<file path="src/hw/rtl/itp_pkg.sv">
package itp_pkg;

	// most words one input symbol can produce
	localparam int MAX_RESULTS = 32;
	localparam int CNT_W       = $clog2(MAX_RESULTS + 1);

	// character codes
	localparam logic [7:0] CH_NUL     = 8'h00;
	localparam logic [7:0] CH_NL      = 8'h0a;
	localparam logic [7:0] CH_OPEN    = 8'h28;
	localparam logic [7:0] CH_CLOSE   = 8'h29;
	localparam logic [7:0] CH_MUL     = 8'h2a;
	localparam logic [7:0] CH_PLUS    = 8'h2b;
	localparam logic [7:0] CH_MINUS   = 8'h2d;
	localparam logic [7:0] CH_DIV     = 8'h2f;
	localparam logic [7:0] CH_ZERO    = 8'h30;
	localparam logic [7:0] CH_NINE    = 8'h39;
	localparam logic [7:0] CH_UPPER_A = 8'h41;
	localparam logic [7:0] CH_UPPER_Z = 8'h5a;
	localparam logic [7:0] CH_POW     = 8'h5e;
	localparam logic [7:0] CH_LOWER_A = 8'h61;
	localparam logic [7:0] CH_LOWER_Z = 8'h7a;

	// error codes on the result word
	localparam logic [1:0] ERR_OK        = 2'd0;
	localparam logic [1:0] ERR_OVERFLOW  = 2'd1;
	localparam logic [1:0] ERR_UNMATCHED = 2'd2;

	// stack entry codes
	typedef enum logic [2:0] {
		OP_OPEN  = 3'd0,
		OP_PLUS  = 3'd1,
		OP_MINUS = 3'd2,
		OP_MUL   = 3'd3,
		OP_DIV   = 3'd4,
		OP_POW   = 3'd5
	} op_code_t;

	// input symbol classes
	typedef enum logic [2:0] {
		CLS_OTHER = 3'd0,
		CLS_ALNUM = 3'd1,
		CLS_OPEN  = 3'd2,
		CLS_CLOSE = 3'd3,
		CLS_END   = 3'd4,
		CLS_OP    = 3'd5
	} sym_class_t;

	// source of a generated result word
	typedef enum logic [2:0] {
		SRC_SYM = 3'd0,
		SRC_TOP = 3'd1,
		SRC_NL  = 3'd2,
		SRC_OVF = 3'd3,
		SRC_UNM = 3'd4
	} gen_src_t;

	// commands from controller to datapath
	typedef struct packed {
		logic     sel_in;
		logic     load_sym;
		logic     gen;
		gen_src_t src;
		logic     push;
		logic     pop;
		logic     restore;
		logic     reload;
		logic     flush;
	} itp_cmd_t;

	// status from datapath to controller
	typedef struct packed {
		sym_class_t cls;
		logic       pop_cond;
		logic       full;
		logic       le1;
		logic       stall;
		logic       pend_valid;
		logic       out_free;
	} itp_status_t;

	function automatic sym_class_t sym_class(input logic [7:0] s);
		sym_class_t c;
		c = CLS_OTHER;
		if ((s >= CH_UPPER_A && s <= CH_UPPER_Z) || (s >= CH_LOWER_A && s <= CH_LOWER_Z) ||
		    (s >= CH_ZERO && s <= CH_NINE)) begin
			c = CLS_ALNUM;
		end else if (s == CH_OPEN) begin
			c = CLS_OPEN;
		end else if (s == CH_CLOSE) begin
			c = CLS_CLOSE;
		end else if (s == CH_NUL) begin
			c = CLS_END;
		end else if (s == CH_PLUS || s == CH_MINUS || s == CH_MUL || s == CH_DIV ||
		             s == CH_POW) begin
			c = CLS_OP;
		end
		return c;
	endfunction

	function automatic op_code_t sym_op(input logic [7:0] s);
		op_code_t o;
		case (s)
			CH_PLUS:  o = OP_PLUS;
			CH_MINUS: o = OP_MINUS;
			CH_MUL:   o = OP_MUL;
			CH_DIV:   o = OP_DIV;
			CH_POW:   o = OP_POW;
			default:  o = OP_OPEN;
		endcase
		return o;
	endfunction

	function automatic logic [1:0] op_prec(input op_code_t o);
		logic [1:0] p;
		case (o)
			OP_PLUS, OP_MINUS: p = 2'd1;
			OP_MUL, OP_DIV:    p = 2'd2;
			OP_POW:            p = 2'd3;
			default:           p = 2'd0;
		endcase
		return p;
	endfunction

	function automatic logic [7:0] op_char(input op_code_t o);
		logic [7:0] ch;
		case (o)
			OP_OPEN:  ch = CH_OPEN;
			OP_PLUS:  ch = CH_PLUS;
			OP_MINUS: ch = CH_MINUS;
			OP_MUL:   ch = CH_MUL;
			OP_DIV:   ch = CH_DIV;
			OP_POW:   ch = CH_POW;
			default:  ch = CH_NUL;
		endcase
		return ch;
	endfunction

endpackage

</file>
<file path="src/hw/rtl/itp_ram.sv">
module itp_ram #(
	parameter int WIDTH = 3,
	parameter int DEPTH = 32
) (
	input  logic                     clk,
	input  logic                     we,
	input  logic [$clog2(DEPTH)-1:0] waddr,
	input  logic [WIDTH-1:0]         wdata,
	input  logic [$clog2(DEPTH)-1:0] raddr,
	output logic [WIDTH-1:0]         rdata
);

	logic [WIDTH-1:0] mem [DEPTH];
	logic [WIDTH-1:0] rdata_q;

	// one write port, registered read port
	always_ff @(posedge clk) begin
		if (we) begin
			mem[waddr] <= wdata;
		end
		rdata_q <= mem[raddr];
	end

	assign rdata = rdata_q;

endmodule

</file>
<file path="src/hw/rtl/itp_dpath.sv">
module itp_dpath #(
	parameter int STACK_DEPTH = 32
) (
	input  logic                 clk,
	input  logic                 arst_n,
	input  logic [7:0]           symbol,
	input  itp_pkg::itp_cmd_t    cmd,
	output itp_pkg::itp_status_t status,
	output logic                 out_valid,
	input  logic                 out_ready,
	output logic [7:0]           out_char,
	output logic                 last_of_run,
	output logic [1:0]           error_code
);

	import itp_pkg::*;

	localparam int SPW = $clog2(STACK_DEPTH + 1);
	localparam int AW  = $clog2(STACK_DEPTH);

	logic [SPW-1:0]   sp_q;
	op_code_t         top_q;
	logic [7:0]       sym_q;
	logic [CNT_W-1:0] cnt_q;
	logic             pend_valid_q;
	logic [7:0]       pend_char_q;
	logic [1:0]       pend_err_q;
	logic             out_valid_q;
	logic [7:0]       out_char_q;
	logic             out_last_q;
	logic [1:0]       out_err_q;

	logic [7:0]       cur_sym;
	sym_class_t       cls;
	op_code_t         cur_op;
	logic [CNT_W-1:0] cnt_eff;
	logic             room;
	logic             out_free;
	logic             gen_take;
	logic             flush_take;
	logic [7:0]       gen_char;
	logic [1:0]       gen_err;
	logic [SPW-1:0]   sp_m2;
	logic [2:0]       rdata;

	// symbol under work and its class
	assign cur_sym = cmd.sel_in ? symbol : sym_q;
	assign cls     = sym_class(cur_sym);
	assign cur_op  = sym_op(cur_sym);

	// result count within the current symbol
	assign cnt_eff  = cmd.load_sym ? '0 : cnt_q;
	assign room     = (cnt_eff != CNT_W'(MAX_RESULTS));
	assign out_free = !out_valid_q || out_ready;

	assign gen_take   = cmd.gen && room;
	assign flush_take = cmd.flush && pend_valid_q && out_free;

	// generated word
	always_comb begin
		gen_char = CH_NUL;
		gen_err  = ERR_OK;
		case (cmd.src)
			SRC_SYM: gen_char = cur_sym;
			SRC_TOP: gen_char = op_char(top_q);
			SRC_NL:  gen_char = CH_NL;
			SRC_OVF: gen_err  = ERR_OVERFLOW;
			SRC_UNM: gen_err  = ERR_UNMATCHED;
			default: gen_char = CH_NUL;
		endcase
	end

	// status to the controller
	always_comb begin
		status.cls = cls;
		case (cls)
			CLS_CLOSE, CLS_END: status.pop_cond = (top_q != OP_OPEN);
			CLS_OP:             status.pop_cond = (op_prec(cur_op) <= op_prec(top_q));
			default:            status.pop_cond = 1'b0;
		endcase
		status.full       = (sp_q == SPW'(STACK_DEPTH));
		status.le1        = (sp_q <= SPW'(1));
		status.stall      = pend_valid_q && !out_free && room;
		status.pend_valid = pend_valid_q;
		status.out_free   = out_free;
	end

	// operator stack storage, top kept in a register
	assign sp_m2 = sp_q - SPW'(2);

	itp_ram #(
		.WIDTH(3),
		.DEPTH(STACK_DEPTH)
	) u_stack (
		.clk  (clk),
		.we   (cmd.push),
		.waddr(sp_q[AW-1:0]),
		.wdata(cur_op),
		.raddr(sp_m2[AW-1:0]),
		.rdata(rdata)
	);

	// stack pointer and top of stack
	always_ff @(posedge clk or negedge arst_n) begin
		if (!arst_n) begin
			sp_q  <= SPW'(1);
			top_q <= OP_OPEN;
		end else begin
			if (cmd.push) begin
				sp_q  <= sp_q + SPW'(1);
				top_q <= cur_op;
			end else if (cmd.pop) begin
				sp_q <= sp_q - SPW'(1);
			end else if (cmd.restore) begin
				sp_q  <= SPW'(1);
				top_q <= OP_OPEN;
			end else if (cmd.reload) begin
				// the sentinel is never read back from the array
				top_q <= (sp_q == SPW'(1)) ? OP_OPEN : op_code_t'(rdata);
			end
		end
	end

	// latched symbol
	always_ff @(posedge clk) begin
		if (cmd.load_sym) begin
			sym_q <= symbol;
		end
	end

	// held word, one behind so the last of the run can be marked
	always_ff @(posedge clk or negedge arst_n) begin
		if (!arst_n) begin
			pend_valid_q <= 1'b0;
			cnt_q        <= '0;
		end else begin
			if (gen_take) begin
				pend_valid_q <= 1'b1;
				cnt_q        <= cnt_eff + CNT_W'(1);
			end else begin
				if (flush_take) begin
					pend_valid_q <= 1'b0;
				end
				if (cmd.load_sym) begin
					cnt_q <= '0;
				end
			end
		end
	end

	always_ff @(posedge clk) begin
		if (gen_take) begin
			pend_char_q <= gen_char;
			pend_err_q  <= gen_err;
		end
	end

	// output register
	always_ff @(posedge clk or negedge arst_n) begin
		if (!arst_n) begin
			out_valid_q <= 1'b0;
		end else if ((gen_take && pend_valid_q) || flush_take) begin
			out_valid_q <= 1'b1;
		end else if (out_ready) begin
			out_valid_q <= 1'b0;
		end
	end

	always_ff @(posedge clk) begin
		if ((gen_take && pend_valid_q) || flush_take) begin
			out_char_q <= pend_char_q;
			out_err_q  <= pend_err_q;
			out_last_q <= flush_take;
		end
	end

	assign out_valid   = out_valid_q;
	assign out_char    = out_char_q;
	assign last_of_run = out_last_q;
	assign error_code  = out_err_q;

endmodule

</file>
<file path="config.mk">
export PLATFORM = sky130hd
export DESIGN_NAME = itp_dpath
export DESIGN_NICKNAME = d
export VERILOG_FILES = /design/src/hw/rtl/itp_pkg.sv /design/src/hw/rtl/itp_ram.sv /design/src/hw/rtl/itp_dpath.sv
export SDC_FILE = /design/constraint.sdc
export NUM_CORES = 1
export LEC_CHECK = 0
export BUFFER_PORTS_ARGS = -buffer_cell sky130_fd_sc_hd__buf_4
export CORE_UTILIZATION = 54
export CTS_CLUSTER_SIZE = 16
export DETAILED_ROUTE_END_ITERATION = 6
export PLACE_DENSITY = 0.75
export SLEW_MARGIN = 0
export SYNTH_ARGS = -nofsm -noshare
export SYNTH_HDL_FRONTEND = slang
export SYNTH_SLANG_ARGS = --single-unit
</file>
<file path="constraint.sdc">
create_clock -name clk -period 2.8 [get_ports clk]
set_input_delay 0.14 -clock clk [delete_from_list [all_inputs] [get_ports clk]]
set_output_delay 0.14 -clock clk [all_outputs]
set_load 0.02 [all_outputs]
</file>
==> impl_metrics.toml <==
[placement]
dp_slack_ps = 283.6
place_congestion = 0.8185
dpl.hpwl_um = 8518
io_buffers = 42

[drt]
wl_per_cell_um = 19.71
first_pass_iters = 7
drtAntennaViolNets = 0
vias_per_cell = 5.942
drt_iter0_drc = 300
vias = 3910
drc = 4
drt-total-wl_um = 12970

[synthesis]
synth_enable_flop_cells = 125
synth_cell_types = 56
synth-seq-area-share_pct = 64.81
syn_area_um2 = 6543
synth_compound_area_share_pct = 5.756
synth.avg_cell_area_um2 = 14.80
ys.flop_type = "edfxtp_1"
async_reset_ff_share_pct = 11.72
synth_xor_area_share_pct = 1.721
synthSimpleGateAreaFrac_pct = 10.08
ys_warn_count = 0
syn_inst = 442
synth_top_family_by_area = "multiplexers"
synth.area.mux_share_pct = 13.10
synth_fp_nets = 476
synth_adder_area_share_pct = 2.295
ys_ff_latch = 145

[clock_network]
insertion_delay_ps = 420
cts_tree = "built"
cts_sinks = 145
cts.clk_slew.worst_paths_ps = 60
cts_root_buf = "clkbuf_16"
cts_made_buffers = 17
clock_path_buffers = 2
h-tree-depth = 4

[min_path]
hold_depth = 3
hold_path.class = "input port to flip-flop"
min_from = "cmd[2]"

[grt]
grt_pass1_wl_um = 20650
grt_pass1_vias = 3915
grt_start_max_net_pins = 34
grt_overflow = 0
grt_use_total_pct = 22.40
antenna_found_initial = 0

[critical_path]
critPathLaunch = "sym_q[1]"
worstReg2RegStart = "sp_q[1]"
regToRegEndpoint = "u_stack.rdata[0]"
cp-end-kind = "output port"
crit_end = "status[5]"
startpoint_type = "flip-flop"
worstPathMaxFanout = 3
r2r_slack_ps = 470
r2r_cells = 5
crit_arrival_ps = 2700
crit_type = "flip-flop to output port"
worstPathRequired_ps = 2660

[floorplan]
ios = 43
start_util_pct = 56.33
fp.dieArea_um2 = 12560
die_w_um = 112.1
core_area_um2 = 11610
floorplan.rows = 39
dieHeight_um = 112.1

[timing]
maxSlewHeadroom_pct = 49.13
rsz0062_at_grt = "true"
worst_slack_ps = -41.65
post-route-period-util_pct = 101.5
worstMarginPinSlew_ps = 757.6
setup_viol = 1
skew_ps = 5.940
hold_viol_final = 0
slew_violations = 0
max_freq_mhz = 351.9
holdWs_ps = 36.83
fin_crit_ps = 2842

[power_and_ir_drop]
power.leakage_nw = 2.732
peakVddDrop_mv = 0.5497
power.density_nw_per_um2 = 811.1

[cells_and_area]
area_growth_pct = 18.15
drive_above_1_share_pct = 24.47
mostFrequentLayoutCells = "edfxtp_1, nor2_1, buf_4"
layout_commonest_cell = "edfxtp_1"
diodes = 0
final_net_count = 537

[job]
drv_cap = 0

[run_status]
violations = "design-rule violations, negative setup slack"
status = "finished with violations"
Yosys cell counts (all sizes together) (9+ instances only):
cell type  instances  area [um^2]
ha                12        150.1
clkbuf            14        52.55
inv               11        41.29
nor3               9        45.04
dfrtp             16        400.4
mux4              30        675.7
a21oi             14        70.07
nor2              56        210.2
mux2i             11        110.1
nand2             21        78.83
edfxtp           125         3754
buf               10        52.55
how the worst min path moves through the flow:
| stage | endpoint |
|---|---|
| finish | sp_q[0] |
| global route | sp_q[0] |
| CTS | sp_q[0] |
| detailed placement | cnt_q[4] |
| global placement | cnt_q[5] |
| floorplan | cnt_q[0] |
kinds of logic (layout without fill, tap and decap cells):
| group | count (synthesis) | count (layout) |
|---|---|---|
| AO/OA/AOI/OAI | 55 | 55 |
| flip-flops | 145 | 145 |
| multiplexers | 47 | 47 |
| adder cells (fa/ha/maj) | 12 | 12 |
| buffers and inverters | 35 | 108 |
| XOR/XNOR | 12 | 12 |
| AND/OR/NAND/NOR | 136 | 136 |
cell type report:
| cell class | count | area, um^2 |
|---|---|---|
| fill | 827 | 3884 |
| clock buffer | 19 | 432.9 |
| tap | 143 | 178.9 |
| inverter | 11 | 41.29 |
| timing repair buffer | 66 | 536.8 |
| multi-input combinational | 262 | 2182 |
| clock inverter | 12 | 117.6 |
| sequential | 145 | 4240 |
per-layer routing:
| metal | wire [um] | vias up | share of wire [%] | GRT usage, % |
|---|---|---|---|---|
| met5 | 0 | - | 0 | 0 |
| met4 | 283 | 0 | 2.2 | 9.333 |
| met3 | 863 | 28 | 6.7 | 6.210 |
| met2 | 6295 | 147 | 49 | 35.03 |
| met1 | 5529 | 1914 | 43 | 29.98 |
| li1 | - | 1821 | - | - |
report_power, final:
group | internal, W | total [W] | switching [W]
clock | 0.00129 | 0.00210 | 0.000808
combinational | 0.000697 | 0.00150 | 0.000805
sequential | 0.00253 | 0.00267 | 0.000135
total | 0.00452 | 0.00627 | 0.00175
critical path, stage by stage, from the launching register on:
cell and delay [ps]:
edfxtp_1 380, mux2_4 280, or3_1 370, a22oi_2 210, buf_4 170, mux2i_1 200, ha_1 160, inv_1 40
a21oi_1 120, a21oi_1 70, o22ai_2 150, buf_6 140
through the flow:
| stage | cells | total power, W | TNS [ps] | util (%) | cell area [um^2] |
|---|---|---|---|---|---|
| 2_1_floorplan | 442 | 0.003765 | -31.19 | - | 6549 |
| 3_3_place_gp | 612 | 0.004126 | 0 | 60.43 | 7018 |
| 3_5_place_dp | 612 | 0.004179 | 0 | 60.43 | 7018 |
| 4_1_cts | 658 | 0.006298 | -41.24 | 66.43 | 7715 |
| 5_1_grt | 658 | 0.006521 | -216.6 | 66.56 | 7730 |
| 6_report | 658 | 0.006270 | -41.65 | 66.56 | 7730 |
sequential cells by signal (all words and copies together), names as in the netlist, 3 cells and up:
name,flops
top_q,3
cnt_q,6
sym_q,8
u_stack.mem,96
out_char,8
pend_char_q,8
sp_q,6
u_stack.rdata,3
what timing repair did:
| item | 4_1_cts | 5_1_grt |
|---|---|---|
| gates resized for setup | 2 | 3 |
| pin swaps | 2 | 1 |
| gates cloned | 0 | 0 |
| buffers inserted | 5 | 0 |
| hold buffers | 10 | 0 |
| hold endpoints to repair | 26 | 0 |
| endpoints found under the setup margin | 1 | 1 |
Note: power is estimated with default switching activity, not from simulation.
