**src/hw/rtl/itp_pkg.sv**
```systemverilog
package itp_pkg;

	// most words one input symbol can produce
	localparam int MAX_RESULTS = 32;
	localparam int CNT_W       = $clog2(MAX_RESULTS + 1);

	// character codes
	localparam logic [7:0] CH_NUL     = 8'h00;
	localparam logic [7:0] CH_NL      = 8'h0a;
	localparam logic [7:0] CH_OPEN    = 8'h28;
	localparam logic [7:0] CH_CLOSE   = 8'h29;
	localparam logic [7:0] CH_MUL     = 8'h2a;
	localparam logic [7:0] CH_PLUS    = 8'h2b;
	localparam logic [7:0] CH_MINUS   = 8'h2d;
	localparam logic [7:0] CH_DIV     = 8'h2f;
	localparam logic [7:0] CH_ZERO    = 8'h30;
	localparam logic [7:0] CH_NINE    = 8'h39;
	localparam logic [7:0] CH_UPPER_A = 8'h41;
	localparam logic [7:0] CH_UPPER_Z = 8'h5a;
	localparam logic [7:0] CH_POW     = 8'h5e;
	localparam logic [7:0] CH_LOWER_A = 8'h61;
	localparam logic [7:0] CH_LOWER_Z = 8'h7a;

	// error codes on the result word
	localparam logic [1:0] ERR_OK        = 2'd0;
	localparam logic [1:0] ERR_OVERFLOW  = 2'd1;
	localparam logic [1:0] ERR_UNMATCHED = 2'd2;

	// stack entry codes
	typedef enum logic [2:0] {
		OP_OPEN  = 3'd0,
		OP_PLUS  = 3'd1,
		OP_MINUS = 3'd2,
		OP_MUL   = 3'd3,
		OP_DIV   = 3'd4,
		OP_POW   = 3'd5
	} op_code_t;

	// input symbol classes
	typedef enum logic [2:0] {
		CLS_OTHER = 3'd0,
		CLS_ALNUM = 3'd1,
		CLS_OPEN  = 3'd2,
		CLS_CLOSE = 3'd3,
		CLS_END   = 3'd4,
		CLS_OP    = 3'd5
	} sym_class_t;

	// source of a generated result word
	typedef enum logic [2:0] {
		SRC_SYM = 3'd0,
		SRC_TOP = 3'd1,
		SRC_NL  = 3'd2,
		SRC_OVF = 3'd3,
		SRC_UNM = 3'd4
	} gen_src_t;

	// commands from controller to datapath
	typedef struct packed {
		logic     sel_in;
		logic     load_sym;
		logic     gen;
		gen_src_t src;
		logic     push;
		logic     pop;
		logic     restore;
		logic     reload;
		logic     flush;
	} itp_cmd_t;

	// status from datapath to controller
	typedef struct packed {
		sym_class_t cls;
		logic       pop_cond;
		logic       full;
		logic       le1;
		logic       stall;
		logic       pend_valid;
		logic       out_free;
	} itp_status_t;

	function automatic sym_class_t sym_class(input logic [7:0] s);
		sym_class_t c;
		c = CLS_OTHER;
		if ((s >= CH_UPPER_A && s <= CH_UPPER_Z) || (s >= CH_LOWER_A && s <= CH_LOWER_Z) ||
		    (s >= CH_ZERO && s <= CH_NINE)) begin
			c = CLS_ALNUM;
		end else if (s == CH_OPEN) begin
			c = CLS_OPEN;
		end else if (s == CH_CLOSE) begin
			c = CLS_CLOSE;
		end else if (s == CH_NUL) begin
			c = CLS_END;
		end else if (s == CH_PLUS || s == CH_MINUS || s == CH_MUL || s == CH_DIV ||
		             s == CH_POW) begin
			c = CLS_OP;
		end
		return c;
	endfunction

	function automatic op_code_t sym_op(input logic [7:0] s);
		op_code_t o;
		case (s)
			CH_PLUS:  o = OP_PLUS;
			CH_MINUS: o = OP_MINUS;
			CH_MUL:   o = OP_MUL;
			CH_DIV:   o = OP_DIV;
			CH_POW:   o = OP_POW;
			default:  o = OP_OPEN;
		endcase
		return o;
	endfunction

	function automatic logic [1:0] op_prec(input op_code_t o);
		logic [1:0] p;
		case (o)
			OP_PLUS, OP_MINUS: p = 2'd1;
			OP_MUL, OP_DIV:    p = 2'd2;
			OP_POW:            p = 2'd3;
			default:           p = 2'd0;
		endcase
		return p;
	endfunction

	function automatic logic [7:0] op_char(input op_code_t o);
		logic [7:0] ch;
		case (o)
			OP_OPEN:  ch = CH_OPEN;
			OP_PLUS:  ch = CH_PLUS;
			OP_MINUS: ch = CH_MINUS;
			OP_MUL:   ch = CH_MUL;
			OP_DIV:   ch = CH_DIV;
			OP_POW:   ch = CH_POW;
			default:  ch = CH_NUL;
		endcase
		return ch;
	endfunction

endpackage

```
**src/hw/rtl/itp_ctrl.sv**
```systemverilog
module itp_ctrl (
	input  logic                clk,
	input  logic                arst_n,
	input  logic                in_valid,
	output logic                in_ready,
	input  itp_pkg::itp_status_t status,
	output itp_pkg::itp_cmd_t    cmd
);

	import itp_pkg::*;

	typedef enum logic [4:0] {
		ST_IDLE  = 5'b00001,
		ST_POP   = 5'b00010,
		ST_WAIT  = 5'b00100,
		ST_LOAD  = 5'b01000,
		ST_FLUSH = 5'b10000
	} state_t;

	state_t state_q, state_d;

	// next state and datapath commands
	always_comb begin
		state_d = state_q;
		cmd     = '0;
		in_ready = 1'b0;
		case (state_q)
			ST_IDLE: begin
				in_ready   = 1'b1;
				cmd.sel_in = 1'b1;
				if (in_valid) begin
					cmd.load_sym = 1'b1;
					case (status.cls)
						CLS_ALNUM: begin
							cmd.gen = 1'b1;
							cmd.src = SRC_SYM;
							state_d = ST_FLUSH;
						end
						CLS_OPEN: begin
							if (status.full) begin
								cmd.gen = 1'b1;
								cmd.src = SRC_OVF;
							end else begin
								cmd.push = 1'b1;
							end
							state_d = ST_FLUSH;
						end
						CLS_CLOSE, CLS_END, CLS_OP: begin
							state_d = ST_POP;
						end
						default: begin
							state_d = ST_IDLE;
						end
					endcase
				end
			end
			ST_POP: begin
				if (status.pop_cond) begin
					// emit the top operator and fetch the one below
					if (!status.stall) begin
						cmd.gen = 1'b1;
						cmd.src = SRC_TOP;
						cmd.pop = 1'b1;
						state_d = ST_WAIT;
					end
				end else begin
					case (status.cls)
						CLS_CLOSE: begin
							if (status.le1) begin
								if (!status.stall) begin
									cmd.gen = 1'b1;
									cmd.src = SRC_UNM;
									state_d = ST_FLUSH;
								end
							end else begin
								cmd.pop = 1'b1;
								state_d = ST_LOAD;
							end
						end
						CLS_END: begin
							if (!status.stall) begin
								cmd.gen     = 1'b1;
								cmd.src     = SRC_NL;
								cmd.restore = 1'b1;
								state_d     = ST_FLUSH;
							end
						end
						CLS_OP: begin
							if (status.full) begin
								if (!status.stall) begin
									cmd.gen = 1'b1;
									cmd.src = SRC_OVF;
									state_d = ST_FLUSH;
								end
							end else begin
								cmd.push = 1'b1;
								state_d  = ST_FLUSH;
							end
						end
						default: begin
							state_d = ST_FLUSH;
						end
					endcase
				end
			end
			ST_WAIT: begin
				cmd.reload = 1'b1;
				state_d    = ST_POP;
			end
			ST_LOAD: begin
				cmd.reload = 1'b1;
				state_d    = ST_FLUSH;
			end
			ST_FLUSH: begin
				// hand the held word over as the last of the run
				cmd.flush = 1'b1;
				if (!status.pend_valid || status.out_free) begin
					state_d = ST_IDLE;
				end
			end
			default: begin
				state_d = ST_IDLE;
			end
		endcase
	end

	// state register
	always_ff @(posedge clk or negedge arst_n) begin
		if (!arst_n) begin
			state_q <= ST_IDLE;
		end else begin
			state_q <= state_d;
		end
	end

endmodule

```
**config.mk**
```make
export PLATFORM = sky130hd
export DESIGN_NAME = itp_ctrl
export DESIGN_NICKNAME = d
export VERILOG_FILES = /design/src/hw/rtl/itp_pkg.sv /design/src/hw/rtl/itp_ctrl.sv
export SDC_FILE = /design/constraint.sdc
export NUM_CORES = 1
export LEC_CHECK = 0
export BUFFER_PORTS_ARGS = -buffer_cell sky130_fd_sc_hd__clkbuf_2
export CORE_MARGIN = 2
export CORE_UTILIZATION = 38
export CTS_BUF_LIST = sky130_fd_sc_hd__clkbuf_4 sky130_fd_sc_hd__clkbuf_8
export CTS_CLUSTER_DIAMETER = 100
export DETAILED_ROUTE_END_ITERATION = 8
export PLACE_DENSITY = 0.67
export SETUP_SLACK_MARGIN = 0.02
export SYNTH_ARGS = -nofsm -noshare
export SYNTH_HDL_FRONTEND = slang
export SYNTH_SLANG_ARGS = --single-unit
```
**constraint.sdc**
```tcl
create_clock -name clk -period 1.7 [get_ports clk]
set_input_delay 0.34 -clock clk [delete_from_list [all_inputs] [get_ports clk]]
set_output_delay 0.34 -clock clk [all_outputs]
set_load 0.02 [all_outputs]
```
==> results of run 1 <==
area by class of cell:
class	count	share of cell area (%)
Clock buffer	4	2.76
Tap cell	16	1.84
Timing Repair Buffer	48	34.8
Inverter	4	1.38
Multi-Input combinational cell	67	47.5
Sequential cell	5	11.7
what timing repair did:
action | CTS | global route
buffers inserted | 1 | 1
endpoints found under the hold margin | 4 | 0
pin swaps | 2 | 2
resized for setup | 22 | 13
endpoints found under the setup margin | 11 | 15
hold buffers | 1 | 0
metrics by stage:
| step | cells | hold WS (ns) | instance area (µm²) |
|---|---|---|---|
| 2_1_floorplan | 83 | 0.0444 | 672 |
| 3_3_place_gp | 137 | 0.159 | 918 |
| 3_5_place_dp | 137 | 0.160 | 918 |
| 4_1_cts | 143 | 0.391 | 1060 |
| 5_1_grt | 144 | 0.412 | 1090 |
| 6_report | 144 | 0.391 | 1090 |
logic make-up after synthesis:
family | after synthesis
AOI/OAI and AO/OA | 24
xor gates and xnor gates | 1
buffers and inverters | 11
DFF | 5
and+or+nand+nor | 42
routing by layer:
metal  share of wire, %  wire [µm]
met2                 52       1080
met3                4.6         95
met5                  0          0
met1                 42        873
met4                1.5         31
where the power goes:
| part | internal [mW] | total, mW | switching [mW] |
|---|---|---|---|
| logic | 0.324 | 0.612 | 0.289 |
| clock network | 0.105 | 0.158 | 0.0528 |
| registers | 0.145 | 0.169 | 0.0247 |
| total | 0.573 | 0.939 | 0.366 |
cell usage after synthesis, drive strengths merged:
| cell type | instances |
|---|---|
| xnor2 | 1 |
| dfrtp | 4 |
| inv | 4 |
| nor2 | 10 |
| nand4 | 1 |
| o21a | 1 |
| nor4b | 1 |
| nand3b | 2 |
| a21oi | 3 |
| o211ai | 1 |
| nor3 | 4 |
| nand2 | 6 |
| nor2b | 4 |
| and3b | 2 |
| nand3 | 2 |
| o31a | 1 |
| nor4 | 2 |
| o21ai | 5 |
| or4b | 1 |
| a211oi | 1 |
| and3 | 4 |
| or2 | 1 |
| o31ai | 3 |
| clkbuf | 1 |
| nand2b | 2 |
| a21o | 3 |
| dfstp | 1 |
| o211a | 1 |
| buf | 6 |
| o311ai | 1 |
| a211o | 1 |
| a31oi | 3 |
path summary, 6_finish.rpt:
| path | startpoint | endpoint | slack (ns) | cells after the start |
|---|---|---|---|---|
| hold / removal | status[1] | state_q[4] | 0.39 | 3 |
| setup / recovery | state_q[3] | cmd[5] | -0.48 | 6 |
| min in group asynchronous | arst_n | state_q[4] | 0.45 | 2 |
| hold reg to reg | state_q[3] | state_q[3] | 0.77 | 3 |
| setup reg to reg | state_q[0] | state_q[0] | 0.04 | 8 |
| max in group asynchronous | arst_n | state_q[0] | 1.03 | 2 |
worst max-delay path: cells and delay by family, from the launching register on:
family	cells	cell delay (ns)
flops	1	0.40
buf+inv	1	0.14
compound gates	2	0.25
simple gates	3	0.81
==> results.json, run 1 <==
{
  "synth-seq-cells": 5,
  "avgViaCountPerCell": 5.45,
  "largest_family_of_logic_cells_by_synthesized_area": "simple AND/OR/NAND/NOR gates",
  "tritoncts.num_buffers": 3,
  "root_buffer": "sky130_fd_sc_hd__clkbuf_4",
  "synth_compound_area_share_pct": 25.5,
  "drt_wl_total_um": 2080,
  "pre_cts_slack_ns": -0.224,
  "num-nets-final": 141,
  "dieWidth_um": 45.0,
  "postLayoutSetupSlackWorst_ns": -0.483,
  "initial_antenna_violation_count": 0,
  "pwr_density_cell_mw_per_mm2": 863,
  "clk-insertion-delay-late_ns": 0.24,
  "grt_util_met3_pct": 2.80,
  "synth-simple-area-share_pct": 42.5,
  "worstPathArrival_ns": 1.84,
  "fp.dieH_um": 45.0,
  "floorplan.initialDensity_pct": 41.4,
  "crit_path_max_fanout": 3,
  "slowest_stage": "sky130_fd_sc_hd__or4b_4",
  "power.ir.vdd_worst_mv": 0.403,
  "grt_remaining_overflow": 0,
  "final_setup_fails": 11,
  "track_usage_pct": 22.8,
  "via_count_of_the_first_global_routing_pass": 772,
  "fin_tns_setup_ns": -2.77,
  "ios": 24,
  "vias": 785,
  "synth-xor-area-share_pct": 1.37,
  "category_of_the_worst_setup_path_capture_point": "output pin",
  "synth_area_um2": 638,
  "flip_flop_count_of_the_largest_register_all_copies_and_words_added": 5,
  "floorplan.core_area_mm2": 0.00154,
  "timing.max_slew.rel_slack_pct": 81.9,
  "global_route_wire_length_before_repair_um": 3350,
  "finish.utilization_pct": 70.6,
  "ctsHtreeMaxLevel": 1,
  "timing_worst_setup_path_type": "flip-flop to output pin",
  "layout.cells.most_common": "sky130_fd_sc_hd__buf_4",
  "max_flop_register": "state_q",
  "post_route_drc_violation_count": 0,
  "static-leakage-power_nw": 0.551,
  "status": "finished with violations",
  "biggest_registers_after_layout": "state_q: 5 flops",
  "violations": "setup timing",
  "multi_input_comb_area_um2": 517,
  "yosysTopAreaCellShare_pct": 15.7,
  "path_cells": "nor2_4, nand4_4, or4b_4, o31ai_2, a21o_1, clkbuf_8",
  "detailedRoute.firstPassIterationCount": 4,
  "clock-skew-final_ns": 0.00759,
  "clk_pin_slew_worst_paths_ns": 0.05,
  "ys_top_cells_by_area": "sky130_fd_sc_hd__dfrtp_1 16%, sky130_fd_sc_hd__nor2_1 4.7%, sky130_fd_sc_hd__dfstp_2 4.1%, sky130_fd_sc_hd__and3_1 3.9%, sky130_fd_sc_hd__nor2b_1 3.9%",
  "cts_num_sinks": 5,
  "seq_area_um2": 128,
  "fp-row-count": 14,
  "largest_area_contributor_in_the_synthesized_netlist": "sky130_fd_sc_hd__dfrtp_1",
  "avgRoutedWirePerCell_um": 14.5,
  "clock_tree.buffer_depth": 2,
  "synth.mux.area_fraction_pct": 0,
  "synth-adder-area-share_pct": 0,
  "hp-class": "input pin to flip-flop",
  "first_iter_violations": 20,
  "gr-max-usage-layer": "met2",
  "crit_required_ns": 1.36,
  "timing.critical_path.from_type": "flip-flop",
  "dp_hpwl_um": 1530,
  "antenna_cell_count": 0,
  "global_route.usage.met1_pct": 26.9,
  "netlist_instances": 83,
  "period_minus_ws_final_ns": 2.18,
  "tritoncts": "done",
  "die-area_mm2": 0.00202,
  "ys_types": 39,
  "mean_instance_size_in_the_synthesized_netlist_um2": 7.69,
  "cp_peak_stage_delay_ns": 0.53,
  "timing_worst_slew_pin_value_ns": 0.267,
  "final_critical_path_share_of_the_clock_period_pct": 128,
  "ant_nets": 0,
  "synth.net_count": 95,
  "grt_use_met2_pct": 42.9,
  "areaGrowthSynthToFinish_pct": 70.6,
  "p_total_mw": 0.939,
  "commonest_cells_after_routing_fill_and_taps_aside": "27 x sky130_fd_sc_hd__buf_4, 11 x sky130_fd_sc_hd__clkbuf_2, 6 x sky130_fd_sc_hd__nand2_1, 6 x sky130_fd_sc_hd__nor2_1, 5 x sky130_fd_sc_hd__clkbuf_8",
  "cap_violations": 0,
  "final_weighted_congestion_in_routability_driven_placement": 0.836,
  "synth.yosys.warnings": 0,
  "timing_max_transition_violations_final": 0,
  "port_buffers": 23,
  "drive_above_1_share_pct": 53.9,
  "max_clock_freq_mhz": 458,
  "share_of_synthesized_area_occupied_by_flip_flops_and_latches_pct": 19.8,
  "grt_start_max_net_pins": 9,
  "setup_repair_after_global_routing_missed_its_margin": "true",
  "final.fill_count": 133,
  "finalHoldViolations": 0
}
Note: power is estimated with default switching activity, not from simulation.
==> run 2, diff against run 1 <==
--- a/config.mk
+++ b/config.mk
@@ -6,12 +6,10 @@
 export NUM_CORES = 1
 export LEC_CHECK = 0
 export BUFFER_PORTS_ARGS = -buffer_cell sky130_fd_sc_hd__clkbuf_2
-export CORE_MARGIN = 2
 export CORE_UTILIZATION = 38
 export CTS_BUF_LIST = sky130_fd_sc_hd__clkbuf_4 sky130_fd_sc_hd__clkbuf_8
 export CTS_CLUSTER_DIAMETER = 100
 export DETAILED_ROUTE_END_ITERATION = 8
-export PLACE_DENSITY = 0.67
 export SETUP_SLACK_MARGIN = 0.02
 export SYNTH_ARGS = -nofsm -noshare
 export SYNTH_HDL_FRONTEND = slang
==> constraint.sdc (replaced) <==
create_clock -name clk -period 2.55 [get_ports clk]
set_input_delay 0.51 -clock clk [delete_from_list [all_inputs] [get_ports clk]]
set_output_delay 0.51 -clock clk [all_outputs]
set_load 0.02 [all_outputs]
==> results.json, run 2 (same netlist as run 1, synthesis figures left out) <==
{
  "category_of_the_worst_setup_path_capture_point": "output pin",
  "detailedRoute.firstPassIterationCount": 4,
  "dp_hpwl_um": 1280,
  "clk-insertion-delay-late_ns": 0.25,
  "grt_remaining_overflow": 0,
  "power.ir.vdd_worst_mv": 0.251,
  "p_total_mw": 0.450,
  "fp.dieH_um": 43.0,
  "global_route_wire_length_before_repair_um": 2680,
  "layoutNonFillerInstCount": 121,
  "flip_flop_count_of_the_largest_register_all_copies_and_words_added": 5,
  "drive_above_1_share_pct": 37.1,
  "timing.critical_path.from_type": "flip-flop",
  "crit_required_ns": 2.04,
  "timing_worst_setup_path_type": "flip-flop to output pin",
  "floorplan.core_area_mm2": 0.00154,
  "crit_path_max_fanout": 5,
  "antenna_cell_count": 0,
  "port_buffers": 23,
  "max_clock_freq_mhz": 409,
  "pwr_density_cell_mw_per_mm2": 587,
  "worstPathArrival_ns": 1.93,
  "cap_violations": 0,
  "clock-skew-final_ns": 0.00844,
  "postLayoutSetupSlackWorst_ns": 0.105,
  "areaGrowthSynthToFinish_pct": 20.0,
  "status": "finished, final reports clean",
  "fin_tns_setup_ns": 0,
  "hp-class": "input pin to asynchronous set/reset pin",
  "drt_wl_total_um": 1660,
  "final_setup_fails": 0,
  "final_critical_path_share_of_the_clock_period_pct": 95.9,
  "first_iter_violations": 16,
  "cts_num_sinks": 5,
  "pre_cts_slack_ns": 0.338,
  "initial_antenna_violation_count": 0,
  "critical_path_startpoint": "state_q[4]",
  "layout.cells.most_common": "sky130_fd_sc_hd__clkbuf_2",
  "ctsHtreeMaxLevel": 1,
  "period_minus_ws_final_ns": 2.44,
  "die-area_mm2": 0.00185,
  "fp-row-count": 14,
  "timing_worst_slew_pin_value_ns": 0.316,
  "timing_max_transition_violations_final": 0,
  "floorplan.initialDensity_pct": 41.4,
  "commonest_cells_after_routing_fill_and_taps_aside": "23 x sky130_fd_sc_hd__clkbuf_2, 8 x sky130_fd_sc_hd__nor2_1, 6 x sky130_fd_sc_hd__nand2_1",
  "finalHoldViolations": 0,
  "setup_repair_after_global_routing_missed_its_margin": "false",
  "post_route_drc_violation_count": 0,
  "clk_pin_slew_worst_paths_ns": 0.05,
  "tritoncts": "done",
  "root_buffer": "sky130_fd_sc_hd__clkbuf_4",
  "via_count_of_the_first_global_routing_pass": 588,
  "clock_tree.buffer_depth": 2,
  "dieWidth_um": 43.0,
  "ant_nets": 0,
  "hold_buffers": 0,
  "timing.max_slew.rel_slack_pct": 78.8,
  "avgRoutedWirePerCell_um": 13.7,
  "vias": 676,
  "biggest_registers_after_layout": "state_q: 5 flops",
  "ios": 24,
  "max_flop_register": "state_q",
  "placed_cells_incl_taps": 116,
  "tritoncts.num_buffers": 3,
  "grt_start_max_net_pins": 13,
  "avgViaCountPerCell": 5.59,
  "ff2ff_path_depth": 6,
  "timing.rr.start": "state_q[0]",
  "final_weighted_congestion_in_routability_driven_placement": 0.765,
  "track_usage_pct": 19.7,
  "num-nets-final": 118,
  "static-leakage-power_nw": 0.400
}
-- run 2: cell count changes in the layout (fill, tap and decap cells not counted), sizes merged --
cell,change
dlygate4sd3,-1
buf,-29
clkbuf,+7
-- run 2: final cells by class --
type                       count  area (µm²)
clock buffer                   4        30.0
tap                           16        20.0
inverter                       4        15.0
timing repair buffer          25         128
fill                         176         776
multi-input combinational     67         443
sequential                     5         130
-- run 2: routing by layer --
| metal | share of wire (%) | up-vias | track usage [%] |
|---|---|---|---|
| met3 | 6.7 | 2 | 6.81 |
| met1 | 45 | 300 | 24.0 |
| met4 | 1.0 | 0 | 5.45 |
| met2 | 47 | 28 | 32.7 |
| li1 | - | 346 | - |
| met5 | 0 | - | 0 |
-- run 2: timing repair --
item / 4_1_cts / 5_1_grt
endpoints found under the setup margin: 0 / 3
setup buffers: 0 / 1
gates resized for setup: 0 / 3
-- run 2: final timing paths --
check | endpoint | slack [ns]
min in group clk | state_q[4] | 0.55
min | state_q[3] | 0.07
max reg2reg | state_q[0] | 0.98
min reg2reg | state_q[3] | 0.75
max in group asynchronous | state_q[0] | 2.25
max | cmd[5] | 0.11
-- run 2: critical path, stage by stage, from the launching register on --
cell                       delay, ns
sky130_fd_sc_hd__dfrtp_2        0.45
sky130_fd_sc_hd__nor2_4         0.18
sky130_fd_sc_hd__nand4_2        0.15
sky130_fd_sc_hd__or4b_4         0.52
sky130_fd_sc_hd__o31ai_1        0.08
sky130_fd_sc_hd__a21o_1         0.15
sky130_fd_sc_hd__clkbuf_2       0.16
-- run 2: through the flow --
stage	hold WS (ns)	instance area [µm²]	utilization, %
2_1_floorplan	0.214	638	-
3_3_place_gp	0.336	727	47.2
3_5_place_dp	0.336	727	47.2
4_1_cts	0.0729	757	49.1
5_1_grt	0.0713	766	49.7
6_report	0.0658	766	49.7
-- run 2: report_power, final --
group / total, mW / switching [mW] / internal (mW)
sequential: 0.127 / 0.0296 / 0.0976
clock: 0.108 / 0.0382 / 0.0701
combinational: 0.214 / 0.131 / 0.0834
total: 0.450 / 0.199 / 0.251
==> run 3, diff against run 2 <==
--- a/config.mk
+++ b/config.mk
@@ -6,10 +6,13 @@
 export NUM_CORES = 1
 export LEC_CHECK = 0
 export BUFFER_PORTS_ARGS = -buffer_cell sky130_fd_sc_hd__clkbuf_2
-export CORE_UTILIZATION = 38
+export CORE_AREA = 2 2 39 41
 export CTS_BUF_LIST = sky130_fd_sc_hd__clkbuf_4 sky130_fd_sc_hd__clkbuf_8
 export CTS_CLUSTER_DIAMETER = 100
 export DETAILED_ROUTE_END_ITERATION = 8
+export DIE_AREA = 0 0 41 43
+export PLACE_DENSITY = 0.78
+export RECOVER_POWER = 100
 export SETUP_SLACK_MARGIN = 0.02
 export SYNTH_ARGS = -nofsm -noshare
 export SYNTH_HDL_FRONTEND = slang
==> results.json, run 3 (same netlist as run 1, synthesis figures left out) <==
{
  "commonest_cells_after_routing_fill_and_taps_aside": "14 x sky130_fd_sc_hd__clkbuf_2, 9 x sky130_fd_sc_hd__clkbuf_1, 8 x sky130_fd_sc_hd__nor2_1, 6 x sky130_fd_sc_hd__nand2_1",
  "avgRoutedWirePerCell_um": 13.1,
  "first_iter_violations": 9,
  "timing_max_transition_violations_final": 0,
  "cts_num_sinks": 5,
  "max_flop_register": "state_q",
  "layoutNonFillerInstCount": 119,
  "fp.dieH_um": 43,
  "areaGrowthSynthToFinish_pct": 16.5,
  "root_buffer": "sky130_fd_sc_hd__clkbuf_4",
  "biggest_registers_after_layout": "state_q: 5 flops",
  "slowest_stage": "sky130_fd_sc_hd__dfstp_2",
  "setup_repair_after_global_routing_missed_its_margin": "false",
  "num-nets-final": 116,
  "cap_violations": 0,
  "period_minus_ws_final_ns": 2.44,
  "max_clock_freq_mhz": 409,
  "drive_above_1_share_pct": 28.2,
  "path_cells": "nand4_2, or4b_4, o31ai_1, a21o_1, clkbuf_2",
  "antenna_cell_count": 0,
  "finalHoldViolations": 0,
  "setup.reg_to_reg.worst_slack_ns": 0.97,
  "fp-row-count": 14,
  "grt_start_max_net_pins": 13,
  "cell_family_contributing_the_most_delay_on_the_critical_path": "simple AND/OR/NAND/NOR gates",
  "power.ir.vdd_worst_mv": 0.211,
  "fin_tns_setup_ns": 0,
  "clk-insertion-delay-late_ns": 0.25,
  "initial_antenna_violation_count": 0,
  "post_route_drc_violation_count": 0,
  "clock-skew-final_ns": 0.00380,
  "category_of_the_worst_setup_path_capture_point": "output pin",
  "port_buffers": 23,
  "placed_cells_incl_taps": 115,
  "timing.rr.start": "state_q[2]",
  "final_critical_path_share_of_the_clock_period_pct": 95.8,
  "ant_nets": 0,
  "final_setup_fails": 0,
  "drt_wl_total_um": 1560,
  "global_route_wire_length_before_repair_um": 2460,
  "timing.max_slew.rel_slack_pct": 80.2,
  "critical_path.reg2reg.endpoint": "state_q[4]",
  "clk_pin_slew_worst_paths_ns": 0.05,
  "flip_flop_count_of_the_largest_register_all_copies_and_words_added": 5,
  "floorplan.core_area_mm2": 0.00138,
  "grt_remaining_overflow": 0,
  "clock_tree.buffer_depth": 2,
  "detailedRoute.firstPassIterationCount": 4,
  "ctsHtreeMaxLevel": 1,
  "hp-class": "input pin to asynchronous set/reset pin",
  "worstPathArrival_ns": 1.93,
  "crit_path_max_fanout": 12,
  "final_weighted_congestion_in_routability_driven_placement": 0.912,
  "static-leakage-power_nw": 0.360,
  "die-area_mm2": 0.00176,
  "ios": 24,
  "floorplan.initialDensity_pct": 46.1,
  "timing_worst_setup_path_type": "flip-flop to output pin",
  "track_usage_pct": 19.6,
  "pwr_density_cell_mw_per_mm2": 582,
  "timing.critical_path.from_type": "flip-flop",
  "vias": 694,
  "dp_hpwl_um": 1190,
  "p_total_mw": 0.433,
  "avgViaCountPerCell": 5.83,
  "ff2ff_path_depth": 5,
  "timing_worst_slew_pin_value_ns": 0.296,
  "via_count_of_the_first_global_routing_pass": 587,
  "hold_buffers": 0,
  "cp_peak_stage_delay_ns": 0.64,
  "status": "finished, final reports clean",
  "crit_required_ns": 2.04,
  "worstPathBufferInverterCount": 1,
  "tritoncts": "done",
  "tritoncts.num_buffers": 3,
  "dieWidth_um": 41,
  "layout.cells.most_common": "sky130_fd_sc_hd__clkbuf_2"
}
-- run 3: cell types whose count changed in the layout (fill, tap and decap cells not counted), sizes merged --
cell and change:
buf -2
-- run 3: worst max path at each step --
stage	start	to	slack, ns	cells past startpoint
after floorplan	state_q[2]	cmd[6]	0.33	6
after global placement	state_q[1]	cmd[6]	0.36	6
after detailed placement	state_q[2]	cmd[5]	0.33	6
after CTS	state_q[2]	cmd[6]	0.06	6
after global routing	state_q[0]	cmd[6]	0.03	5
final	state_q[0]	cmd[5]	0.11	5
-- run 3: layout make-up --
cell class	count	area [µm²]
Clock buffer	4	30.0
Fill cell	138	641
Inverter	4	15.0
Multi-Input combinational cell	67	443
Sequential cell	5	131
Tap cell	16	20.0
Timing Repair Buffer	23	104
-- run 3: what timing repair did --
action,CTS,global route
setup endpoints to repair,0,3
hold endpoints to repair,0,0
gates resized for setup,0,4
buffers inserted,0,0
-- run 3: worst reg2reg max path: stages, from the launching register on --
cell and delay, ns:
sky130_fd_sc_hd__dfrtp_2 0.48, sky130_fd_sc_hd__nor2_1 0.16, sky130_fd_sc_hd__and3_1 0.28, sky130_fd_sc_hd__nand2b_2 0.15, sky130_fd_sc_hd__o31a_1 0.33, sky130_fd_sc_hd__o21ai_1 0.12
-- run 3: per-layer routing --
metal  part of all wire (%)  wire, µm  GRT usage, %  vias up
li1                       -         -             -      343
met1                     44       692          26.8      331
met3                    5.5        86          3.14        0
met5                      0         0             0        -
met4                      0         0          2.00        0
met2                     50       782          32.2       20
-- run 3: metrics by stage --
stage / setup WS [ns] / hold WS, ns / instance area [µm²] / utilization, %
detailed placement: 0.332 / 0.329 / 719 / 52.0
finish: 0.106 / 0.101 / 743 / 53.7
global route: 0.0321 / 0.127 / 743 / 53.7
global placement: 0.363 / 0.327 / 719 / 52.0
floorplan: 0.331 / 0.214 / 638 / -
CTS: 0.0634 / 0.0722 / 749 / 54.2
-- run 3: where the power goes --
part	leakage [nW]	internal, mW	switching [mW]
Combinational	0.282	0.0731	0.119
Clock	0.0184	0.0700	0.0360
Sequential	0.0594	0.0978	0.0368
